`src/rtl/uer_pkg.sv`:
```
// Shared types, constants and helpers for the ultrasonic echo ranger.
package uer_pkg;

    // Tick counter width; counters saturate at all ones
    localparam int CNT_W      = 20;
    localparam int DIST_W     = 24;
    localparam int SCALE_W    = 16;
    localparam int TRIG_W     = 8;
    localparam int CFG_ADDR_W = 3;
    localparam int CFG_DATA_W = 20;
    localparam int PROD_W     = CNT_W + SCALE_W;

    // Configuration register indexes
    typedef enum logic [CFG_ADDR_W-1:0] {
        REG_INTERVAL    = 3'd0,
        REG_TRIG_WIDTH  = 3'd1,
        REG_START_TO    = 3'd2,
        REG_PULSE_TO    = 3'd3,
        REG_SCALE       = 3'd4
    } uer_reg_idx_t;

    // Reset values of the configuration registers
    localparam logic [CFG_DATA_W-1:0] INTERVAL_RST   = 20'd200000;
    localparam logic [TRIG_W-1:0]     TRIG_WIDTH_RST = 8'd10;
    localparam logic [CFG_DATA_W-1:0] START_TO_RST   = 20'd30000;
    localparam logic [CFG_DATA_W-1:0] PULSE_TO_RST   = 20'd30000;
    localparam logic [SCALE_W-1:0]    SCALE_RST      = 16'd1124;

    typedef struct packed {
        logic [CFG_DATA_W-1:0] interval_us;
        logic [TRIG_W-1:0]     trigger_width_us;
        logic [CFG_DATA_W-1:0] echo_start_timeout_us;
        logic [CFG_DATA_W-1:0] echo_pulse_timeout_us;
        logic [SCALE_W-1:0]    distance_scale_q16;
    } uer_cfg_t;

    typedef struct packed {
        logic              trigger_level;
        logic [DIST_W-1:0] distance_q8;
        logic              distance_valid;
        logic              measurement_done;
    } uer_result_t;

    // Saturating increment
    function automatic logic [CNT_W-1:0] bump(input logic [CNT_W-1:0] c);
        bump = (c == {CNT_W{1'b1}}) ? c : c + 1'b1;
    endfunction

endpackage

```
`src/rtl/uer_core.sv`:
```
// Per-tick ranging engine: phase sequencer, tick counters and distance scaling.
module uer_core (
    input  logic                 aclk,
    input  logic                 aresetn,
    input  logic                 tick,
    input  logic                 echo_level,
    input  uer_pkg::uer_cfg_t    cfg,
    output uer_pkg::uer_result_t result
);
    import uer_pkg::*;

    typedef enum logic [1:0] {
        PH_IDLE = 2'd0,
        PH_TRIG = 2'd1,
        PH_RISE = 2'd2,
        PH_TIME = 2'd3
    } phase_t;

    phase_t              phase_reg, phase_next;
    logic [CNT_W-1:0]    phase_ticks_reg, phase_ticks_next;
    logic [CNT_W-1:0]    echo_ticks_reg, echo_ticks_next;
    logic [DIST_W-1:0]   last_dist_reg, last_dist_next;
    logic                last_valid_reg, last_valid_next;

    logic [CNT_W-1:0]    phase_bump;
    logic [CNT_W-1:0]    echo_bump;
    logic [CNT_W-1:0]    trig_limit;
    logic [PROD_W-1:0]   product;
    logic [DIST_W-1:0]   dist_sat;
    logic                trig;
    logic                done;

    assign phase_bump = bump(phase_ticks_reg);
    assign echo_bump  = bump(echo_ticks_reg);
    assign trig_limit = {{(CNT_W-TRIG_W){1'b0}}, cfg.trigger_width_us};

    // Echo high time to cm Q8, truncated and saturated
    assign product  = PROD_W'(echo_ticks_reg) * PROD_W'(cfg.distance_scale_q16);
    assign dist_sat = (|product[PROD_W-1:DIST_W+8]) ? {DIST_W{1'b1}}
                                                    : product[DIST_W+7:8];

    // Phase sequencing for one tick
    always_comb begin
        phase_next       = phase_reg;
        phase_ticks_next = phase_ticks_reg;
        echo_ticks_next  = echo_ticks_reg;
        last_dist_next   = last_dist_reg;
        last_valid_next  = last_valid_reg;
        trig             = 1'b0;
        done             = 1'b0;
        unique case (phase_reg)
            PH_IDLE: begin
                phase_ticks_next = phase_bump;
                if (phase_bump >= cfg.interval_us) begin
                    phase_next       = PH_TRIG;
                    phase_ticks_next = CNT_W'(1);
                    trig             = 1'b1;
                end
            end
            PH_TRIG: begin
                if (phase_ticks_reg >= trig_limit) begin
                    phase_next       = PH_RISE;
                    phase_ticks_next = '0;
                end else begin
                    phase_ticks_next = phase_bump;
                    trig             = 1'b1;
                end
            end
            PH_RISE: begin
                if (echo_level) begin
                    phase_next      = PH_TIME;
                    echo_ticks_next = CNT_W'(1);
                end else begin
                    phase_ticks_next = phase_bump;
                    if (phase_bump >= cfg.echo_start_timeout_us) begin
                        phase_next       = PH_IDLE;
                        phase_ticks_next = '0;
                        last_dist_next   = '0;
                        last_valid_next  = 1'b0;
                        done             = 1'b1;
                    end
                end
            end
            PH_TIME: begin
                if (!echo_level) begin
                    phase_next       = PH_IDLE;
                    phase_ticks_next = '0;
                    last_dist_next   = dist_sat;
                    last_valid_next  = 1'b1;
                    done             = 1'b1;
                end else begin
                    echo_ticks_next = echo_bump;
                    if (echo_bump >= cfg.echo_pulse_timeout_us) begin
                        phase_next       = PH_IDLE;
                        phase_ticks_next = '0;
                        last_dist_next   = '0;
                        last_valid_next  = 1'b0;
                        done             = 1'b1;
                    end
                end
            end
            default: ;
        endcase
    end

    assign result.trigger_level    = trig;
    assign result.distance_q8      = last_valid_next ? last_dist_next : '0;
    assign result.distance_valid   = last_valid_next;
    assign result.measurement_done = done;

    // State advances only on a tick
    always_ff @(posedge aclk) begin
        if (!aresetn) begin
            phase_reg       <= PH_IDLE;
            phase_ticks_reg <= '0;
            echo_ticks_reg  <= '0;
            last_dist_reg   <= '0;
            last_valid_reg  <= 1'b0;
        end else if (tick) begin
            phase_reg       <= phase_next;
            phase_ticks_reg <= phase_ticks_next;
            echo_ticks_reg  <= echo_ticks_next;
            last_dist_reg   <= last_dist_next;
            last_valid_reg  <= last_valid_next;
        end
    end

endmodule

```
`src/rtl/ultrasonic_echo_ranger.sv`:
```
// Ultrasonic time-of-flight ranger: one input transaction is one microsecond
// tick carrying the sampled echo level, and each tick returns one result
// transaction with the trigger level, the last distance (cm, Q8), its valid
// flag and a done strobe. A tick passes an input register and then the
// phase logic with one 20x16 multiply into the output register, and one
// tick is taken every cycle as long as the result side keeps up.
// Configuration writes take effect from the cycle after the write and
// should only be made while no tick transaction is in flight.
module ultrasonic_echo_ranger (
    input  logic                           aclk,
    input  logic                           aresetn,
    // configuration write port
    input  logic                           cfg_wr_en,
    input  logic [uer_pkg::CFG_ADDR_W-1:0] cfg_addr,
    input  logic [uer_pkg::CFG_DATA_W-1:0] cfg_wr_data,
    // tick input
    input  logic                           s_valid,
    output logic                           s_ready,
    input  logic                           s_echo_level,
    // result output
    output logic                           m_valid,
    input  logic                           m_ready,
    output logic                           m_trigger_level,
    output logic [uer_pkg::DIST_W-1:0]     m_distance_q8,
    output logic                           m_distance_valid,
    output logic                           m_measurement_done
);
    import uer_pkg::*;

    uer_cfg_t    cfg_reg;
    logic        in_vld_reg;
    logic        echo_reg;
    logic        out_vld_reg;
    uer_result_t out_reg;
    uer_result_t result;
    logic        out_free;
    logic        tick;

    // Configuration registers
    always_ff @(posedge aclk) begin
        if (!aresetn) begin
            cfg_reg.interval_us           <= INTERVAL_RST;
            cfg_reg.trigger_width_us      <= TRIG_WIDTH_RST;
            cfg_reg.echo_start_timeout_us <= START_TO_RST;
            cfg_reg.echo_pulse_timeout_us <= PULSE_TO_RST;
            cfg_reg.distance_scale_q16    <= SCALE_RST;
        end else if (cfg_wr_en) begin
            unique case (cfg_addr)
                REG_INTERVAL:   cfg_reg.interval_us <= cfg_wr_data;
                REG_TRIG_WIDTH: cfg_reg.trigger_width_us <= cfg_wr_data[TRIG_W-1:0];
                REG_START_TO:   cfg_reg.echo_start_timeout_us <= cfg_wr_data;
                REG_PULSE_TO:   cfg_reg.echo_pulse_timeout_us <= cfg_wr_data;
                REG_SCALE:      cfg_reg.distance_scale_q16 <= cfg_wr_data[SCALE_W-1:0];
                default: ;
            endcase
        end
    end

    // Pipeline flow control
    assign out_free = !out_vld_reg || m_ready;
    assign tick     = in_vld_reg && out_free;
    assign s_ready  = !in_vld_reg || out_free;

    // Input register
    always_ff @(posedge aclk) begin
        if (!aresetn) begin
            in_vld_reg <= 1'b0;
        end else if (s_ready) begin
            in_vld_reg <= s_valid;
        end
    end

    always_ff @(posedge aclk) begin
        if (s_valid && s_ready) begin
            echo_reg <= s_echo_level;
        end
    end

    uer_core u_core (
        .aclk       (aclk),
        .aresetn    (aresetn),
        .tick       (tick),
        .echo_level (echo_reg),
        .cfg        (cfg_reg),
        .result     (result)
    );

    // Output register
    always_ff @(posedge aclk) begin
        if (!aresetn) begin
            out_vld_reg <= 1'b0;
        end else if (out_free) begin
            out_vld_reg <= in_vld_reg;
        end
    end

    always_ff @(posedge aclk) begin
        if (tick) begin
            out_reg <= result;
        end
    end

    assign m_valid            = out_vld_reg;
    assign m_trigger_level    = out_reg.trigger_level;
    assign m_distance_q8      = out_reg.distance_q8;
    assign m_distance_valid   = out_reg.distance_valid;
    assign m_measurement_done = out_reg.measurement_done;

endmodule

```
`config.mk`:
```
export PLATFORM = sky130hd
export DESIGN_NAME = ultrasonic_echo_ranger
export DESIGN_NICKNAME = d
export VERILOG_FILES = /design/src/rtl/uer_pkg.sv /design/src/rtl/uer_core.sv /design/src/rtl/ultrasonic_echo_ranger.sv
export SDC_FILE = /design/constraint.sdc
export NUM_CORES = 1
export LEC_CHECK = 0
export BUFFER_PORTS_ARGS = -buffer_cell sky130_fd_sc_hd__buf_2
export CAP_MARGIN = 0
export CORE_MARGIN = 4
export CORE_UTILIZATION = 62
export CTS_CLUSTER_SIZE = 24
export DETAILED_ROUTE_END_ITERATION = 8
export PLACE_DENSITY = 0.79
export SLEW_MARGIN = 20
export SYNTH_ARGS = -nofsm -noshare
export SYNTH_HDL_FRONTEND = slang
export SYNTH_HIERARCHICAL = 1
export SYNTH_SLANG_ARGS = --single-unit
```
`constraint.sdc`:
```
create_clock -name aclk -period 15.2 [get_ports aclk]
set_input_delay 0.76 -clock aclk [delete_from_list [all_inputs] [get_ports aclk]]
set_output_delay 0.76 -clock aclk [all_outputs]
set_load 0.01 [all_outputs]
```
### Word-level counts from Yosys, hierarchy flattened

Index checks and enable logic that the tools add are counted.

| word-level totals | value |
|---|---|
| bits in registers | 181 |
| input port bits | 29 |
| output and inout bits | 29 |
| word-level logic and storage cells | 96 |

| operators by class | value |
|---|---|
| $add $sub $neg | 2 |
| multiply operators | 1 |
| order comparisons | 4 |
| eq/ne operators | 16 |
| multiplexer cells | 38 |
| reductions and logical operators | 18 |

Operator list:

| cell | count |
|---|---|
| 20-bit two-way mux | 10 |
| 24-bit two-way mux | 5 |
| 20-bit case mux with 4 select lines | 1 |
| 20-bit >= comparator | 3 |
| 24-bit case mux with 2 select lines | 1 |
| 20-bit by 1-bit adder with 20-bit output, second input constant | 2 |
| 20-bit equality test, second input constant | 2 |
| 20-bit case mux with 2 select lines | 1 |
| 20-bit by 16-bit multiplier with 36-bit output | 1 |
| 20-bit by 8-bit >= comparator with 1-bit output | 1 |
| 2-bit two-way mux | 6 |
| 1-bit two-way mux | 10 |
| 2-bit AND reduction | 5 |
| 2-bit case mux with 4 select lines | 1 |
| 3-bit by 2-bit equality test with 1-bit output, second input constant | 2 |
| 2-bit != test, second input constant | 3 |
| 3-bit by 2-bit != test with 1-bit output, second input constant | 2 |
| 1-bit case mux with 2 select lines | 3 |
| 5-bit AND reduction | 1 |
| 2-bit equality test, second input constant | 2 |
| 2-bit by 1-bit != test with 1-bit output, second input constant | 2 |
| 4-bit AND reduction | 1 |
| 4-bit OR reduction | 1 |
| 3-bit by 1-bit equality test with 1-bit output, second input constant | 1 |
| 9 further kinds | 12 |

### Longest topological paths before layout

| depth | value |
|---|---|
| depth in word-level cells | 6 |
| gate-level depth with buffers | 26 |
| depth with buffers taken out | 23 |

### Cells and area by module

Netlist, hierarchy kept.

By module, submodules not included:

| module | times used | cells each | area an instance (sq um) | sequential area each (sq um) |
|---|---|---|---|---|
| uer_core | 1 | 2,025 | 16,290.6 | 1,341.3 |
| ultrasonic_echo_ranger | 1 | 352 | 4,159.0 | 2,562.5 |

### Least setup slack after synthesis

No wires, ideal clock.

| path | value |
|---|---|
| kind | reg-to-reg |
| start point | register u_core.echo_ticks_reg[12] |
| end point | register out_reg, in the netlist m_distance_q8[13] (data pin) |
| setup time | 0.270 ns |
| arrival | 6.329 ns |
| data required time | 14.930 ns |
| path slack | 8.601 ns |
| stages on the path, launching flop included | 24 |
| path buffers | 3 |
| clock period less this slack | 6.599 ns |
| cell sequence | dfxtp_1 -> clkbuf_1 -> clkbuf_1 -> nand2_1 -> fa_1 -> fa_1 -> fa_1 -> inv_1 -> fa_1 -> fa_1 -> inv_1 -> fa_1 -> inv_1 -> ha_1 -> a21o_1 -> a21oi_1 -> a2bb2oi_1 -> o22ai_1 -> nor4_1 -> a211oi_4 -> nor3b_4 -> buf_6 -> a21o_1 -> a21oi_1 |

| on the way | value |
|---|---|
| word-level cells in the longest chain between the ends | 6 |
| elaborated cells on any way between the ends | 13 |
| classes of those cells | 1 x add/sub; 1 x mul; 1 x order compare; 1 x eq/ne; 8 x mux; 1 x reduce/logical |

Ends and longest elaborated chain:

| what | RTL line | source |
|---|---|---|
| start: declaration | uer_core.sv:21 | `logic [CNT_W-1:0] echo_ticks_reg, echo_ticks_next;` |
| start signal: assignment | uer_core.sv:122 | `echo_ticks_reg <= echo_ticks_next;` |
| branches (longest 6 deep; another with 20-bit by 16-bit multiplier with 36-bit output) | -- |  |
| end signal: assignment | ultrasonic_echo_ranger.sv:99 | `out_reg <= result;` |
| end: declaration | ultrasonic_echo_ranger.sv:34 | `uer_result_t out_reg;` |

Several ways; the timed one is not identified.
A chain may end at the register's enable or synchronous reset.

### Worst setup path after layout

| path | value |
|---|---|
| start point | register cfg_reg[7] (netlist name) |
| end point | register out_reg, in the netlist m_distance_q8[9] (data pin) |

| on the way | value |
|---|---|
| word-level cells in the longest chain between the ends | 5 |

Ends and longest elaborated chain:

| what | RTL line | source |
|---|---|---|
| start: declaration | ultrasonic_echo_ranger.sv:30 | `uer_cfg_t cfg_reg;` |
| 20-bit by 16-bit multiplier with 36-bit output * | uer_core.sv:38 | `assign product = PROD_W'(echo_ticks_reg) * PROD_W'(cfg.distance_scale_q16);` |
| 4-bit OR reduction | uer_core.sv:39 | `assign dist_sat = (\|product[PROD_W-1:DIST_W+8]) ? {DIST_W{1'b1}}` |
| 24-bit two-way mux * | uer_core.sv:39 |  |
| 24-bit two-way mux * | uer_core.sv:85 | `if (!echo_level) begin` |
| 24-bit case mux with 2 select lines * | uer_core.sv:51 | `unique case (phase_reg)` |

Every way passes the cells marked *; elsewhere a longest branch is shown, timed or not.

==> flow_summary.ini <==
[sta]
finalCritPeriodShare = 0.495
finalHoldViolCount = 0
setup-violations-final = 0
tns_ns = 0
finalWorstSetupSlack_ns = 7.67
grt_setup_unrepaired = false
slew_viol_final = 0
worst-slew-pin-transition_ns = 1.12
fin_skew_ns = 0.0193
post-route-min-period_ns = 7.53
fmax_mhz = 133
relSlewSlack = 0.252

[setup_path]
rr_startpoint = cfg_reg[7]
r2r_end = m_distance_q8[9]
path_max_fanout = 37
crit_arrival_ns = 7.71
cp-start-kind = flip-flop
crit_type = reg -> reg
rr_worst_depth = 22
regToRegSetupSlack_ns = 7.67
cp_data_required_time_ns = 15.38
crit_path_end_kind = flip-flop

[global_routing]
grt_max_degree = 93
grt_use_total = 0.305
antenna_found_initial = 0
grt_pass1_wl_um = 88100
grt_pass1_vias = 17300
grt-ovfl-total = 0

[pwr]
power.density_nw_per_um2 = 48.6
intPower_uw = 761
p_seq_frac = 0.488
ir_drop_mv = 0.0685
p_clk_frac = 0.441
p_comb_frac = 0.071
p_leak_uw = 0.0101
power_switching_uw = 283
p_sw_frac = 0.271

[detailed_routing]
num_vias = 16600
drt_first_pass_iters = 8
post-route-drc-count = 0
routedWlPerCell_um = 19.3
wirelength_um = 53600
ant_nets = 0
drt_iter0_drc = 1400
via_per_inst = 5.97

[floorplanning]
start_util = 0.629
die-height_um = 190
die_w_um = 190
coreArea_sq_um = 32500
io_pins = 58
die_area_sq_um = 36000
num_rows = 66

[logic_synthesis]
avgSynthCellArea_sq_um = 8.60
ys_ff_latch = 181
ys_seq_area_frac = 0.191
synth_cells = 2377
ys_types = 76
async_reset_ff_frac = 0
synth_warnings = 6
syn_nets = 2830
yosysTopAreaCellShare = 0.244
synthTopCellsByArea = fa_1 24%, dfxtp_1 15%, ha_1 11%, nand2_1 6.6%, inv_1 6.4%
syn_area_sq_um = 20400
synthFlopType = dfxtp_1
yosysTopAreaCell = fa_1
synth-edff-count = 28

[placement]
dpl.cell_count = 2747
post-place-ws_ns = 7.75
dp_hpwl_um = 41300
place_congestion = 0.930
port_buffers = 57
placed_area_sq_um = 20900

[layout]
fin_nets = 2777
insertedDiodeCount = 0
stdcell_count = 2779
largest_register_ffs = 84
final_core_utilization = 0.660
multi_input_area_sq_um = 14700
seq_area_sq_um = 3900
syn_to_final_growth_pct = 4.96
fill_cells = 2708
drive_gt1_frac = 0.0595
final_area_sq_um = 21500

[min_path]
worstHoldStart = cfg_reg[76]
holdPathStages = 2
hold_end = cfg_reg[76]
min_path_type = reg -> reg

[run]
maxCapViolCount = 0

[clock_network]
cts.clk_slew.worst_paths_ns = 0.07
h-tree-depth = 4
numCtsBuffers = 17
cts_tree = yes
cts_hold_buf = 0
root_buffer = clkbuf_16
post-cts-setup-buffer-count = 0
insertion_delay_ns = 0.45
clock_sinks = 181
cts_resized = 0
clockBufferDepth = 2

[outcome]
status = finished clean
per-layer routing:
layer / routed length [um] / global-route usage / vias up
met4: 1970 / 0.111 / 0
met1: 22500 / 0.417 / 8112
met5: 0 / 0 / -
met3: 4360 / 0.0598 / 162
li1: - / - / 7592
met2: 24800 / 0.486 / 718
per-stage QoR:
step           hold slack (ns)  total power (uW)
3_5_place_dp             0.451               592
5_1_grt                  0.482              1070
3_3_place_gp             0.443               589
2_1_floorplan            0.435               563
4_1_cts                  0.465              1050
6_report                 0.465              1040
layout by cell type, fill, tap and decap left out, types with 21 or more instances in the layout:
master and n:
xnor2_1 30, dfxtp_1 153, ha_1 175, nor2b_1 48, nand3_1 42, o21ai_0 47, a21o_1 24, and2_1 156
mux2i_1 87, edfxtp_1 28, nor2_1 70, fa_1 249, inv_1 351, a21oi_1 134, nand2_1 359, buf_2 56
nand4_1 24, nor3_1 21, a211oi_1 38
final cells by class:
cell class,instances,area share
clock inverter,13,0.00711
sequential,181,0.182
multi-input combinational,1703,0.685
inverter,352,0.0616
tap,442,0.0258
clock buffer,19,0.0206
timing repair buffer,69,0.0176
cell usage after synthesis, drive strengths merged, types with 6 or more instances:
cell type,n
a21o,24
dfxtp,153
a31o,6
nor3,22
nand4,24
a22oi,18
o221ai,9
o31ai,6
inv,352
edfxtp,28
a211oi,41
o21ai,50
a21oi,134
o211ai,6
nor4,8
and2,157
nand2b,6
xnor2,30
o21a,6
a221oi,7
nor2,70
ha,175
nand3,43
nor2b,49
mux2i,87
or2,10
and3,14
nand2,360
fa,249
xor2,17
buf,27
clkbuf,114
cells by family after synthesis:
kind of cell | Yosys count | share of synthesized area
adder cells (fa/ha/maj) | 424 | 0.351
AO/OA/AOI/OAI | 346 | 0.109
AND/OR/NAND/NOR | 796 | 0.192
buffers and inverters | 493 | 0.0932
flip-flops | 181 | 0.191
multiplexers | 90 | 0.0442
XOR/XNOR | 47 | 0.0201
worst max-delay path, cell delays in order (launching register included):
cell	delay [ns]
dfxtp_1	0.99
nand2_1	0.19
fa_1	0.57
inv_1	0.06
fa_1	0.50
inv_1	0.06
fa_1	0.55
inv_1	0.06
fa_1	0.49
fa_1	0.51
inv_1	0.05
fa_1	0.49
inv_1	0.05
ha_1	0.40
nand4_1	0.28
or4_1	0.60
a21oi_1	0.31
or4_1	0.17
nand3_1	0.11
nor3b_4	0.18
buf_4	0.37
a21o_1	0.17
a21oi_1	0.06
power groups by stage:
stage          combinational [uW]  sequential [uW]  clock, uW
4_1_cts                      73.3              509        466
6_report                     74.3              509        460
5_1_grt                      80.5              510        483
3_3_place_gp                 70.3              519          0
2_1_floorplan                49.7              513          0
3_5_place_dp                 72.8              519          0
worst max-delay path by stage:
stage	startpoint	end	slack [ns]	cells after the start
2_1_floorplan	u_core/echo_ticks_reg[12]	m_distance_q8[13]	8.60	23
3_3_place_gp	cfg_reg[7]	m_distance_q8[4]	7.91	22
3_5_place_dp	cfg_reg[7]	m_distance_q8[4]	7.75	22
4_1_cts	cfg_reg[7]	m_distance_q8[9]	7.74	22
5_1_grt	cfg_reg[7]	u_core/last_dist_reg[21]	7.34	21
6_report	cfg_reg[7]	m_distance_q8[9]	7.67	22
No activity file was read; power rests on OpenSTA's default activity.
